$ cat src/sv/oocp_pkg.sv
package oocp_pkg;

	localparam logic [15:0] MIN_CURRENT    = 16'd5;
	localparam logic [15:0] PWM_READ_DELAY = 16'd100;
	localparam logic [15:0] FAULT_RAW      = 16'd30000;

	localparam logic [1:0] STATE_OFF   = 2'd0;
	localparam logic [1:0] STATE_ON    = 2'd1;
	localparam logic [1:0] STATE_OC    = 2'd2;
	localparam logic [1:0] STATE_FAULT = 2'd3;

	localparam logic [1:0] RETRY_NONE  = 2'd0;
	localparam logic [1:0] RETRY_COUNT = 2'd1;

	localparam logic [2:0] REG_ENABLED       = 3'd0;
	localparam logic [2:0] REG_CURRENT_LIMIT = 3'd1;
	localparam logic [2:0] REG_INRUSH_LIMIT  = 3'd2;
	localparam logic [2:0] REG_INRUSH_TIME   = 3'd3;
	localparam logic [2:0] REG_RETRY_MODE    = 3'd4;
	localparam logic [2:0] REG_RETRY_LIMIT   = 3'd5;
	localparam logic [2:0] REG_RETRY_DELAY   = 3'd6;
	localparam logic [2:0] REG_CURRENT_GAIN  = 3'd7;

	typedef enum logic [3:0] {
		MODE_OFF   = 4'b0001,
		MODE_ON    = 4'b0010,
		MODE_OC    = 4'b0100,
		MODE_FAULT = 4'b1000
	} mode_t;

	function automatic logic [1:0] mode_code(input mode_t m);
		logic [1:0] c;
		c = STATE_OFF;
		unique case (m)
			MODE_OFF:   c = STATE_OFF;
			MODE_ON:    c = STATE_ON;
			MODE_OC:    c = STATE_OC;
			MODE_FAULT: c = STATE_FAULT;
			default:    c = STATE_OFF;
		endcase
		return c;
	endfunction

endpackage

$ cat src/sv/output_overcurrent_protector.sv
// Path: an accepted input word passes through the input register, then the
// result register, to become its result word.
// Throughput: one word per cycle while result_stall is low; the multiply, limit
// compares and state update all sit between the input register and the result register.
// Reset: asynchronous, active low; channel off, counters and times cleared,
// configuration back to its defaults.
module output_overcurrent_protector (
	input  logic        clk,
	input  logic        arst_n,
	input  logic        cfg_valid,
	output logic        cfg_ready,
	input  logic [2:0]  cfg_index,
	input  logic [19:0] cfg_data,
	input  logic        item_valid,
	output logic        item_stall,
	input  logic [15:0] sense_raw,
	input  logic        request_on,
	input  logic [31:0] now_ms,
	input  logic        pwm_active,
	input  logic [15:0] pwm_count,
	input  logic [15:0] pwm_compare,
	output logic        result_valid,
	input  logic        result_stall,
	output logic [1:0]  channel_state,
	output logic [15:0] current_tenths,
	output logic [7:0]  overcurrent_events
);
	import oocp_pkg::*;

	logic        enabled_q;
	logic [11:0] current_limit_q;
	logic [11:0] inrush_limit_q;
	logic [14:0] inrush_time_q;
	logic [1:0]  retry_mode_q;
	logic [3:0]  retry_limit_q;
	logic [14:0] retry_delay_q;
	logic [19:0] current_gain_q;

	mode_t       mode_q;
	logic [7:0]  event_count_q;
	logic [31:0] turn_on_time_q;
	logic [31:0] trip_time_q;
	logic [15:0] held_sample_q;

	logic        valid_s1;
	logic [15:0] raw_s1;
	logic        req_s1;
	logic [31:0] now_s1;
	logic        pwm_s1;
	logic [15:0] cnt_s1;
	logic [15:0] cmp_s1;

	logic        advance;
	logic        step;

	logic        window;
	logic        use_held;
	logic [15:0] sample;
	logic [35:0] product;
	logic [19:0] scaled;
	logic [15:0] cur;
	logic        inrush;
	logic        trip;
	logic [31:0] since_on;
	logic [31:0] since_trip;
	mode_t       mode_a;
	mode_t       mode_d;
	logic [7:0]  count_d;
	logic [31:0] turn_on_d;
	logic [31:0] trip_time_d;
	logic [15:0] held_d;
	logic [15:0] cur_d;

	assign cfg_ready  = 1'b1;
	assign advance    = !result_valid || !result_stall;
	assign item_stall = valid_s1 && !advance;
	assign step       = valid_s1 && advance;

	always_ff @(posedge clk or negedge arst_n) begin
		if (!arst_n) begin
			enabled_q       <= 1'b0;
			current_limit_q <= 12'd20;
			inrush_limit_q  <= 12'd30;
			inrush_time_q   <= 15'd1000;
			retry_mode_q    <= RETRY_NONE;
			retry_limit_q   <= 4'd0;
			retry_delay_q   <= 15'd1000;
			current_gain_q  <= 20'd9990;
		end else if (cfg_valid && cfg_ready) begin
			unique case (cfg_index)
				REG_ENABLED:       enabled_q       <= cfg_data[0];
				REG_CURRENT_LIMIT: current_limit_q <= cfg_data[11:0];
				REG_INRUSH_LIMIT:  inrush_limit_q  <= cfg_data[11:0];
				REG_INRUSH_TIME:   inrush_time_q   <= cfg_data[14:0];
				REG_RETRY_MODE:    retry_mode_q    <= cfg_data[1:0];
				REG_RETRY_LIMIT:   retry_limit_q   <= cfg_data[3:0];
				REG_RETRY_DELAY:   retry_delay_q   <= cfg_data[14:0];
				REG_CURRENT_GAIN:  current_gain_q  <= cfg_data[19:0];
				default: ;
			endcase
		end
	end

	// input register
	always_ff @(posedge clk or negedge arst_n) begin
		if (!arst_n) begin
			valid_s1 <= 1'b0;
		end else if (!item_stall) begin
			valid_s1 <= item_valid;
		end
	end

	always_ff @(posedge clk) begin
		if (item_valid && !item_stall) begin
			raw_s1 <= sense_raw;
			req_s1 <= request_on;
			now_s1 <= now_ms;
			pwm_s1 <= pwm_active;
			cnt_s1 <= pwm_count;
			cmp_s1 <= pwm_compare;
		end
	end

	always_comb begin
		window   = (cmp_s1 > PWM_READ_DELAY) && (cnt_s1 > PWM_READ_DELAY) && (cnt_s1 < cmp_s1);
		use_held = pwm_s1 && (mode_q == MODE_ON) && !window;
		sample   = use_held ? held_sample_q : raw_s1;
		held_d   = (pwm_s1 && (mode_q == MODE_ON) && window) ? raw_s1 : held_sample_q;

		product = {20'd0, sample} * {16'd0, current_gain_q};
		scaled  = product[35:16];
		cur     = (scaled[19:16] != 4'd0) ? 16'hFFFF : scaled[15:0];
		if (cur <= MIN_CURRENT) begin
			cur = 16'd0;
		end

		mode_a     = (sample > FAULT_RAW) ? MODE_FAULT : mode_q;
		since_on   = now_s1 - turn_on_time_q;
		since_trip = now_s1 - trip_time_q;
		inrush     = since_on < {17'd0, inrush_time_q};
		trip       = inrush ? (cur > {4'd0, inrush_limit_q}) : (cur > {4'd0, current_limit_q});

		mode_d      = mode_a;
		count_d     = event_count_q;
		turn_on_d   = turn_on_time_q;
		trip_time_d = trip_time_q;
		cur_d       = cur;

		unique case (mode_a)
			MODE_OFF: begin
				count_d = 8'd0;
				if (req_s1) begin
					turn_on_d = now_s1;
					mode_d    = MODE_ON;
				end
			end
			MODE_ON: begin
				if (!req_s1) begin
					mode_d = MODE_OFF;
				end
				if (trip) begin
					trip_time_d = now_s1;
					if (event_count_q != 8'hFF) begin
						count_d = event_count_q + 8'd1;
					end
					mode_d = MODE_OC;
				end
			end
			MODE_OC: begin
				if (retry_mode_q == RETRY_NONE) begin
					mode_d = MODE_FAULT;
				end
				if (retry_mode_q == RETRY_COUNT && event_count_q >= {4'd0, retry_limit_q}) begin
					mode_d = MODE_FAULT;
				end
				if (since_trip > {17'd0, retry_delay_q}) begin
					turn_on_d = now_s1;
					mode_d    = MODE_ON;
				end
				if (!req_s1) begin
					mode_d = MODE_OFF;
				end
			end
			MODE_FAULT: ;
			default: ;
		endcase

		if (!enabled_q) begin
			mode_d      = MODE_OFF;
			count_d     = 8'd0;
			turn_on_d   = turn_on_time_q;
			trip_time_d = trip_time_q;
			held_d      = held_sample_q;
			cur_d       = 16'd0;
		end
	end

	always_ff @(posedge clk or negedge arst_n) begin
		if (!arst_n) begin
			mode_q         <= MODE_OFF;
			event_count_q  <= 8'd0;
			turn_on_time_q <= 32'd0;
			trip_time_q    <= 32'd0;
			held_sample_q  <= 16'd0;
			result_valid   <= 1'b0;
		end else begin
			if (advance) begin
				result_valid <= valid_s1;
			end
			if (step) begin
				mode_q         <= mode_d;
				event_count_q  <= count_d;
				turn_on_time_q <= turn_on_d;
				trip_time_q    <= trip_time_d;
				held_sample_q  <= held_d;
			end
		end
	end

	// result register
	always_ff @(posedge clk) begin
		if (step) begin
			channel_state      <= mode_code(mode_d);
			current_tenths     <= cur_d;
			overcurrent_events <= count_d;
		end
	end

endmodule

$ cat config.mk
export PLATFORM = sky130hd
export DESIGN_NAME = output_overcurrent_protector
export DESIGN_NICKNAME = d
export VERILOG_FILES = /design/src/sv/oocp_pkg.sv /design/src/sv/output_overcurrent_protector.sv
export SDC_FILE = /design/constraint.sdc
export NUM_CORES = 1
export LEC_CHECK = 0
export BUFFER_PORTS_ARGS = -buffer_cell sky130_fd_sc_hd__buf_2
export CAP_MARGIN = 40
export CORE_UTILIZATION = 45
export CTS_CLUSTER_SIZE = 8
export DETAILED_ROUTE_END_ITERATION = 12
export GPL_ROUTABILITY_DRIVEN = 0
export PLACE_DENSITY = 0.59
export RECOVER_POWER = 100
export SYNTH_ARGS = -nofsm -noshare
export SYNTH_HDL_FRONTEND = slang
export SYNTH_SLANG_ARGS = --single-unit
$ cat constraint.sdc
create_clock -name clk -period 12.7 [get_ports clk]
set_input_delay 1.27 -clock clk [delete_from_list [all_inputs] [get_ports clk]]
set_output_delay 1.27 -clock clk [all_outputs]
set_load 0.01 [all_outputs]
==> flow_summary_export.csv, run 1 <==
group,metric,value,unit
sta,final.min_clock_period,11.94,ns
die,placementRows,90,
synth,synth_edf_count,108,
worst_setup_path,crit_slowest_cell,"fa_1",
grt,antenna_found_initial,1,
die,io-pin-count,139,
grt,grt_pass1_wl,115,mm
worst_setup_path,start_kind,"flip-flop",
sta,fmax,83.7,MHz
clocking,htreeDepth,2,
synth,synthFlopType,"dfrtp_1",
placed_design,place_area,29100,sq um
synth,syn_area_per_cell,9.69,sq um
routing,met1_length,30.7,mm
die,dieWidth,249,um
synth,synthDistinctLibCells,89,
clocking,cts_inserted_buffers,43,
grt,grt_usage,23.2,%
min_path,hold_path_startpoint,"trip_time_q[10]",
status,status,"complete, but fails checks",
finish,final_core_util,50.3,%
routing,dr_wl_met3,2.92,mm
sta,finalHoldViolations,0,
synth,yosys_warnings,0,
finish,final_nets,3555,
grt,grt_pass1_vias,21900,
routing,drt_pass1_iterations,5,
routing,drtIter0Drc,1124,
synth,synthArstFlopShare,61.8,%
synth,ys_ff_latch,283,
routing,drc,0,
clocking,cts.sinks,283,
die,initial_core_util,45.5,%
sta,setup-violations-final,0,
synth,synth-seq-area-share,27.9,%
clocking,cts_hold_buf,0,
worst_setup_path,reg2reg_from,"cnt_s1[13]",
routing,viasPerCell,5.56,
worst_setup_path,cp-end-kind,"flip-flop",
finish,design_area,30300,sq um
worst_setup_path,cp_slowest_stage_delay,0.56,ns
worst_setup_path,cp_num_buf_inv,5,
synth,syn-num-nets,3432,
job,maxCapViolations,8,
worst_setup_path,cp.required,13.13,ns
clocking,cts.path.max_buffers,3,
worst_setup_path,cp.arrival,12.38,ns
finish,stdcell_count,3769,
clocking,cts_root_buffer,"clkbuf_16",
die,fp.dieH,249,um
sta,tightest_slew,3.75,ns
min_path,hp-class,"flip-flop to flip-flop",
finish,diodes,0,
finish,drive_above_1_share,12.4,%
grt,grt_overflow,0,
sta,max_slew_margin,-150,%
grt,grt_max_degree,72,
sta,timing.hold.ws,0.484,ns
worst_setup_path,startpoint,"cnt_s1[13]",
finish,syn_to_final_growth,10.4,%
placed_design,dp.cells,3686,
placed_design,io_buffers,137,
die,fp.coreArea,60200,sq um
sta,drv_slew,335,
synth,synthCells,2831,
routing,postRouteAntennaNets,0,
clocking,cts_tree,"yes",
sta,skew,0.0277,ns
routing,vias,21000,
status,violations,"max-capacitance violations, max-slew violations",
routing,wire_per_inst,18.8,um
routing,top_layer,"met4",
worst_setup_path,cp_top_family,"adder cells",
finish,n_fill_cell,5558,
routing,wl,70.9,mm
routing,met2_length,34.9,mm
placed_design,dp_hpwl,55.6,mm
worst_setup_path,critPathMostFrequentCell,"fa_1",
worst_setup_path,worstSetupPathType,"flip-flop to flip-flop",
worst_setup_path,crit_fanout,32,
synth,netlist_area,27400,sq um
clocking,clk_pin_slew_worst_paths,0.05,ns
die,die_area,61900,sq um
sta,period_share,94.1,%
clocking,insertion_delay,0.57,ns
-- kinds of logic (layout without fill, tap and decap cells) --
logic type | count (synthesis) | after routing | synth area share [%]
simple gates | 779 | 779 | 14.5
buf+inv | 562 | 718 | 7.84
compound gates | 493 | 493 | 11.9
fa+ha+maj | 491 | 491 | 29.3
flops | 283 | 283 | 27.9
mux | 165 | 165 | 6.72
xor+xnor | 57 | 57 | 1.82
other cells | 1 | 1 | 0.0137
-- sequential cells by signal, indices dropped and copies added, names as in the netlist, 2 cells and up --
register	count
channel_state	2
cmp_s1	16
raw_s1	16
mode_q	4
retry_delay_q	15
trip_time_q	32
current_tenths	16
event_count_q	8
held_sample_q	16
inrush_limit_q	12
retry_mode_q	2
inrush_time_q	15
now_s1	32
cnt_s1	16
current_limit_q	12
overcurrent_events	8
current_gain_q	20
retry_limit_q	4
turn_on_time_q	32
-- synth_stat cells, types with 15 or more instances --
cell        n  area (sq um)
xnor2_1    42           368
and3_1     17           106
nand4_1    27           169
o21bai_1   20           150
mux2_1     30           338
dfrtp_1   150          3750
and2_1    111           694
inv_1     458          1720
dfstp_2    25           657
ha_1      240          3000
nand2_1   297          1110
clkbuf_1   92           345
nor3_1     30           150
mux2_2    123          1390
nand3_1    32           160
a31oi_1    18           113
a211oi_1   26           195
o21a_1     28           210
a21o_1     45           338
a21oi_1   123           616
xor2_1     15           131
o21ai_0   101           505
nand2b_1   32           200
nor2b_1    65           407
edfxtp_1  108          3240
nor2_1     88           330
fa_1      251          5020
-- repair_timing --
action | in CTS | in global routing
buffers inserted | 0 | 5
hold endpoints to repair | 0 | 0
setup endpoints to repair | 0 | 53
gates resized for setup | 0 | 16
-- worst register-to-register path, delay by kind of cell (launching register included) --
kind / cells / cell delay (ns)
AO/OA/AOI/OAI: 12 / 2.03
flip-flops: 1 / 0.38
adder cells (fa/ha/maj): 8 / 3.88
XOR/XNOR: 1 / 0.13
multiplexers: 3 / 1.15
AND/OR/NAND/NOR: 16 / 3.50
buffers and inverters: 5 / 0.78
-- cell type report --
| cell class | count | area (sq um) | area share [%] |
|---|---|---|---|
| tap | 782 | 978 | 3.23 |
| clock buffer | 74 | 1240 | 4.11 |
| sequential | 283 | 7650 | 25.3 |
| clock inverter | 4 | 70.1 | 0.231 |
| inverter | 458 | 1720 | 5.68 |
| timing repair buffer | 182 | 940 | 3.10 |
| multi-input combinational | 1986 | 17700 | 58.4 |
-- metal layers --
| metal | track usage (%) | vias to the layer above |
|---|---|---|
| met5 | 0 | - |
| met2 | 40.5 | 562 |
| met3 | 2.73 | 150 |
| li1 | - | 9758 |
| met4 | 7.88 | 0 |
| met1 | 29.9 | 10500 |
-- final timing paths --
check,endpoint,slack [ns],cells past startpoint
max in group asynchronous,turn_on_time_q[6],6.66,3
max,trip_time_q[0],0.76,45
min reg2reg,trip_time_q[10],0.48,1
min in group asynchronous,event_count_q[3],1.41,1
max reg2reg,trip_time_q[0],0.76,45
min,trip_time_q[10],0.48,1
-- per-stage QoR --
step	setup TNS (ns)	setup slack [ns]
after global placement	0	0.482
after CTS	0	0.142
after global routing	-0.000728	-0.000728
after detailed placement	0	0.165
final	0	0.755
after floorplan	0	1.13
-- placed cells by master, fill, tap and decap left out, types with 79 or more instances in the layout --
cell	instances
buf_2	100
fa_1	251
dfrtp_1	150
edfxtp_1	108
mux2_2	123
inv_1	458
nor2_1	88
and2_1	107
clkbuf_1	79
a21oi_1	123
ha_1	238
o21ai_0	99
nand2_1	297
Power of run 1 is not shown: default switching activity piles up to over one toggle a cycle in this logic, so the estimate is an artifact.
==> run 2: changes to the inputs <==
==> constraint.sdc (replaced) <==
create_clock -name clk -period 15.3 [get_ports clk]
set_input_delay 1.53 -clock clk [delete_from_list [all_inputs] [get_ports clk]]
set_output_delay 1.53 -clock clk [all_outputs]
set_load 0.01 [all_outputs]
==> run 2 against run 1 <==
  * The flow still finishes with violations (max-capacitance violations, max-slew violations)
  * Non-clock buffer count fell by 25
  * Setup slack improved by 1.2 ns
  * Sequential share of layout area rose by 0.25 points
  * First-iteration DRC count rose by 11%
  * Highest routed layer is now met5
==> flow_summary_export.csv, run 2 (synthesis results as in run 1) <==
group,metric,value,unit
status,status,"complete, but fails checks",
status,violations,"max-capacitance violations, max-slew violations",
die,io-pin-count,139,
sta,max_slew_margin,-160,%
grt,grt_overflow,0,
clocking,clk_pin_slew_worst_paths,0.05,ns
finish,design_area,30000,sq um
routing,drtIter0Drc,1250,
placed_design,dp_hpwl,56.1,mm
sta,drv_slew,336,
clocking,insertion_delay,0.57,ns
job,maxCapViolations,7,
finish,n_fill_cell,5687,
clocking,cts_hold_buf,0,
grt,antenna_found_initial,1,
finish,syn_to_final_growth,9.33,%
sta,setup-violations-final,0,
worst_setup_path,cp.arrival,13.82,ns
worst_setup_path,cp.required,15.73,ns
finish,diodes,0,
worst_setup_path,crit_fanout,32,
finish,final_common_cell,"inv_1",
routing,drt_pass1_iterations,6,
min_path,hp-class,"flip-flop to flip-flop",
sta,skew,0.0319,ns
routing,wl,72.8,mm
worst_setup_path,worstSetupPathType,"flip-flop to flip-flop",
die,placementRows,90,
sta,grt_setup_unrepaired,"false",
clocking,cts_root_buffer,"clkbuf_16",
finish,drive_above_1_share,11.1,%
placed_design,io_buffers,137,
worst_setup_path,cp_slowest_stage_delay,0.78,ns
sta,tns,0,ns
clocking,cts_tree,"yes",
grt,grt_pass1_vias,22300,
grt,grt_max_degree,70,
sta,fmax,74.7,MHz
clocking,cts.sinks,283,
routing,vias,20900,
routing,drc,0,
routing,met1_length,31.1,mm
routing,top_layer,"met5",
worst_setup_path,cp-end-kind,"flip-flop",
routing,dr_wl_met3,3.41,mm
finish,largestRegisters,"now_s1 x32, trip_time_q x32, turn_on_time_q x32",
clocking,htreeDepth,2,
clocking,cts_resized,0,
clocking,cts_inserted_buffers,42,
grt,grt_usage,24.2,%
sta,finalHoldViolations,0,
sta,tightest_slew,3.91,ns
placed_design,place_area,28800,sq um
die,initial_core_util,45.5,%
routing,wire_per_inst,19.5,um
clocking,cts_setup_buffers,0,
clocking,cts.path.max_buffers,3,
finish,final_core_util,49.8,%
die,die_area,61900,sq um
die,dieWidth,249,um
worst_setup_path,start_kind,"flip-flop",
routing,met2_length,35.9,mm
sta,final.min_clock_period,13.39,ns
routing,postRouteAntennaNets,0,
finish,mostFrequentLayoutCells,"458 x inv_1, 297 x nand2_1, 251 x fa_1",
routing,viasPerCell,5.58,
finish,final_nets,3529,
sta,period_share,87.5,%
grt,grt_pass1_wl,119,mm
worst_setup_path,critPathMostFrequentCell,"fa_1",
worst_setup_path,crit_slowest_cell,"mux2_1",
die,fp.dieH,249,um
die,fp.coreArea,60200,sq um
-- run 2: cell types whose count changed in the layout (fill, tap and decap cells not counted), moves of 3 or more --
cell      delta
buf_4       -21
mux2_2       -3
o311ai_0     +3
mux2_1       +3
-- run 2: cell type report --
cell class / instances / area, sq um / area share [%]
multi-input cells: 1986 / 17600 / 58.8
well taps: 782 / 978 / 3.26
flip-flops and latches: 283 / 7650 / 25.5
repair buffers: 157 / 741 / 2.47
inverters: 458 / 1720 / 5.73
clock buffers: 73 / 1190 / 3.96
clock inverters: 4 / 88.8 / 0.296
-- run 2: per-layer routing --
layer  GRT usage, %  vias up
li1               -     9704
met1           30.6    10500
met2           42.4      571
met5              0        -
met4           8.73        2
met3           2.90      133
-- run 2: worst max-delay path: cells and delay by family, from the launching register on --
family | cells | cell delay, ns
buffers and inverters | 4 | 0.83
and+or+nand+nor | 16 | 3.31
DFF | 1 | 0.39
AOI/OAI and AO/OA | 14 | 2.93
muxes | 3 | 1.54
adders and majority gates | 9 | 4.20
-- run 2: per-stage QoR --
step                std cells  setup WS [ns]  hold WS, ns
floorplan                2831           3.73        0.456
global placement         3663           3.05        0.467
detailed placement       3666           2.68        0.481
CTS                      3743           2.64        0.492
global route             3743          0.871        0.504
finish                   3743           1.91        0.485
-- run 2: worst paths after layout --
path / from / end / slack (ns) / cells past startpoint
min reg2reg: trip_time_q[16] / trip_time_q[16] / 0.48 / 1
max: cnt_s1[14] / trip_time_q[1] / 1.91 / 46
min: trip_time_q[16] / trip_time_q[16] / 0.48 / 1
max in group asynchronous: arst_n / turn_on_time_q[1] / 6.37 / 3
min in group asynchronous: arst_n / current_gain_q[18] / 2.33 / 1
max reg2reg: cnt_s1[14] / trip_time_q[1] / 1.91 / 46
Power of run 2 is left out for the same reason.
==> run 3: changes to the inputs <==
--- a/config.mk
+++ b/config.mk
@@ -7,7 +7,9 @@
 export LEC_CHECK = 0
 export BUFFER_PORTS_ARGS = -buffer_cell sky130_fd_sc_hd__buf_2
 export CAP_MARGIN = 40
+export CORE_ASPECT_RATIO = 0.6
 export CORE_UTILIZATION = 45
+export CTS_BUF_LIST = sky130_fd_sc_hd__clkbuf_8
 export CTS_CLUSTER_SIZE = 8
 export DETAILED_ROUTE_END_ITERATION = 12
 export GPL_ROUTABILITY_DRIVEN = 0
==> run 3 against run 2 <==
  * The run still ends with max-capacitance violations, max-slew violations left
  * Setup slack got worse by 0.17 ns
  * Count of clock-buffer cells in the layout decreased by 14
  * Fmax decreased by 1.3%
  * Design area decreased by 0.66%
  * Sequential share of layout area increased by 0.17 points
  * Die area about the same
  * Flip-flop and latch count unchanged
  * Core utilization increased by 0.088 points
  * Non-clock buffer count increased by 4
  * Clock skew decreased by 0.0076 ns
  * First-iteration DRC count increased by 79%
==> flow_summary_export.csv, run 3 (synthesis results as in run 1) <==
group,metric,value,unit
grt,grt_pass1_vias,20900,
worst_setup_path,crit_slowest_cell,"nor4_1",
sta,finalHoldViolations,0,
min_path,hp-class,"flip-flop to flip-flop",
grt,antenna_found_initial,5,
sta,tns,0,ns
clocking,cts.sinks,283,
grt,grt_overflow,0,
die,dieWidth,321,um
worst_setup_path,start_kind,"flip-flop",
die,initial_core_util,45.9,%
sta,period_share,88.6,%
grt,grt_pass1_wl,125,mm
worst_setup_path,rr_worst_depth,46,
status,violations,"max-capacitance violations, max-slew violations",
die,fp.coreArea,59700,sq um
worst_setup_path,cp.arrival,13.93,ns
sta,setup-violations-final,0,
placed_design,dp_hpwl,64.2,mm
grt,grt_usage,26.2,%
finish,final_nets,3538,
sta,skew,0.0243,ns
sta,grt_setup_unrepaired,"false",
clocking,cts_root_buffer,"clkbuf_8",
sta,tightest_slew,5.14,ns
clocking,insertion_delay,0.65,ns
clocking,cts_tree,"yes",
clocking,htreeDepth,2,
finish,final_common_cell,"inv_1",
job,maxCapViolations,5,
clocking,cts_inserted_buffers,47,
die,die_area,62000,sq um
routing,vias,21300,
status,status,"complete, but fails checks",
grt,grt_use_met1,43.7,%
grt,busiest_layer,"met1",
clocking,cts_setup_buffers,0,
placed_design,io_buffers,137,
routing,drtIter0Drc,2242,
sta,fmax,73.7,MHz
grt,grt_use_met2,31.1,%
grt,use_met3,10.0,%
routing,postRouteAntennaNets,0,
finish,largestRegisters,"now_s1 x32, trip_time_q x32, turn_on_time_q x32",
finish,syn_to_final_growth,8.61,%
clocking,cts_hold_buf,0,
worst_setup_path,critPathMostFrequentCell,"fa_1",
sta,final.min_clock_period,13.56,ns
die,fp.dieH,193,um
routing,drt_pass1_iterations,5,
clocking,cts.path.max_buffers,3,
min_path,whs_path_depth,1,
die,placementRows,69,
worst_setup_path,worstSetupPathType,"flip-flop to flip-flop",
sta,max_slew_margin,-243,%
clocking,cts_resized,0,
worst_setup_path,cp-end-kind,"flip-flop",
grt,grt_max_degree,89,
sta,fin_ws,1.74,ns
finish,mostFrequentLayoutCells,"477 x inv_1, 297 x nand2_1, 251 x fa_1",
worst_setup_path,crit_fanout,20,
clocking,clk_pin_slew_worst_paths,0.06,ns
routing,drc,0,
finish,drive_above_1_share,11.9,%
routing,viasPerCell,5.62,
worst_setup_path,cp_slowest_stage_delay,0.79,ns
routing,wl,80.4,mm
placed_design,dp_slack,2.58,ns
sta,drv_slew,288,
worst_setup_path,cp.required,15.66,ns
finish,final_core_util,49.9,%
routing,wire_per_inst,21.2,um
die,io-pin-count,139,
[run 3: cell types whose count changed in the layout (fill, tap and decap cells not counted), moves of 3 or more]
cell | previous run | this run
clkinv_2 | 0 | 4
diode_2 | 0 | 3
inv_1 | 458 | 477
clkbuf_8 | 0 | 59
clkbuf_16 | 43 | 0
buf_4 | 7 | 10
clkbuf_1 | 79 | 49
[run 3: stage by stage]
stage / std cells / cell area [sq um] / hold WS, ns
floorplan: 2831 / 27400 / 0.456
global placement: 3696 / 28900 / 0.474
detailed placement: 3702 / 29000 / 0.481
CTS: 3789 / 30000 / 0.494
global route: 3792 / 29800 / 0.507
finish: 3794 / 29800 / 0.488
[run 3: worst paths after layout]
kind,from,slack (ns),endpoint
worst max-delay path,cnt_s1[5],1.74,channel_state[0]
worst min-delay path,trip_time_q[12],0.49,trip_time_q[12]
max in group asynchronous,arst_n,5.99,held_sample_q[13]
worst min register to register,trip_time_q[12],0.49,trip_time_q[12]
min in group asynchronous,arst_n,0.98,event_count_q[1]
worst max register to register,cnt_s1[5],1.74,channel_state[0]
[run 3: cell type report]
cell class	instances	area, sq um
Inverter	458	1720
Fill cell	5680	30000
Antenna cell	3	7.51
Timing Repair Buffer	161	782
Sequential cell	283	7650
Multi-Input combinational cell	1986	17600
Clock inverter	28	188
Tap cell	816	1020
Clock buffer	59	812
[run 3: worst max-delay path: cells and delay by family, from the launching register on]
| kind | cells | cell delay [ns] |
|---|---|---|
| adder cells (fa/ha/maj) | 9 | 4.11 |
| AO/OA/AOI/OAI | 17 | 3.48 |
| AND/OR/NAND/NOR | 12 | 3.45 |
| multiplexers | 3 | 1.38 |
| buffers and inverters | 5 | 0.42 |
| flip-flops | 1 | 0.39 |
[run 3: metal layers]
metal | wire length [um] | part of all wire (%) | up-vias
li1 | - | - | 9724
met1 | 41000 | 51 | 10500
met2 | 27700 | 34 | 1008
met3 | 10900 | 14 | 77
met4 | 874 | 1.1 | 2
met5 | 13 | 0.016 | -
Power of run 3 is left out for the same reason.
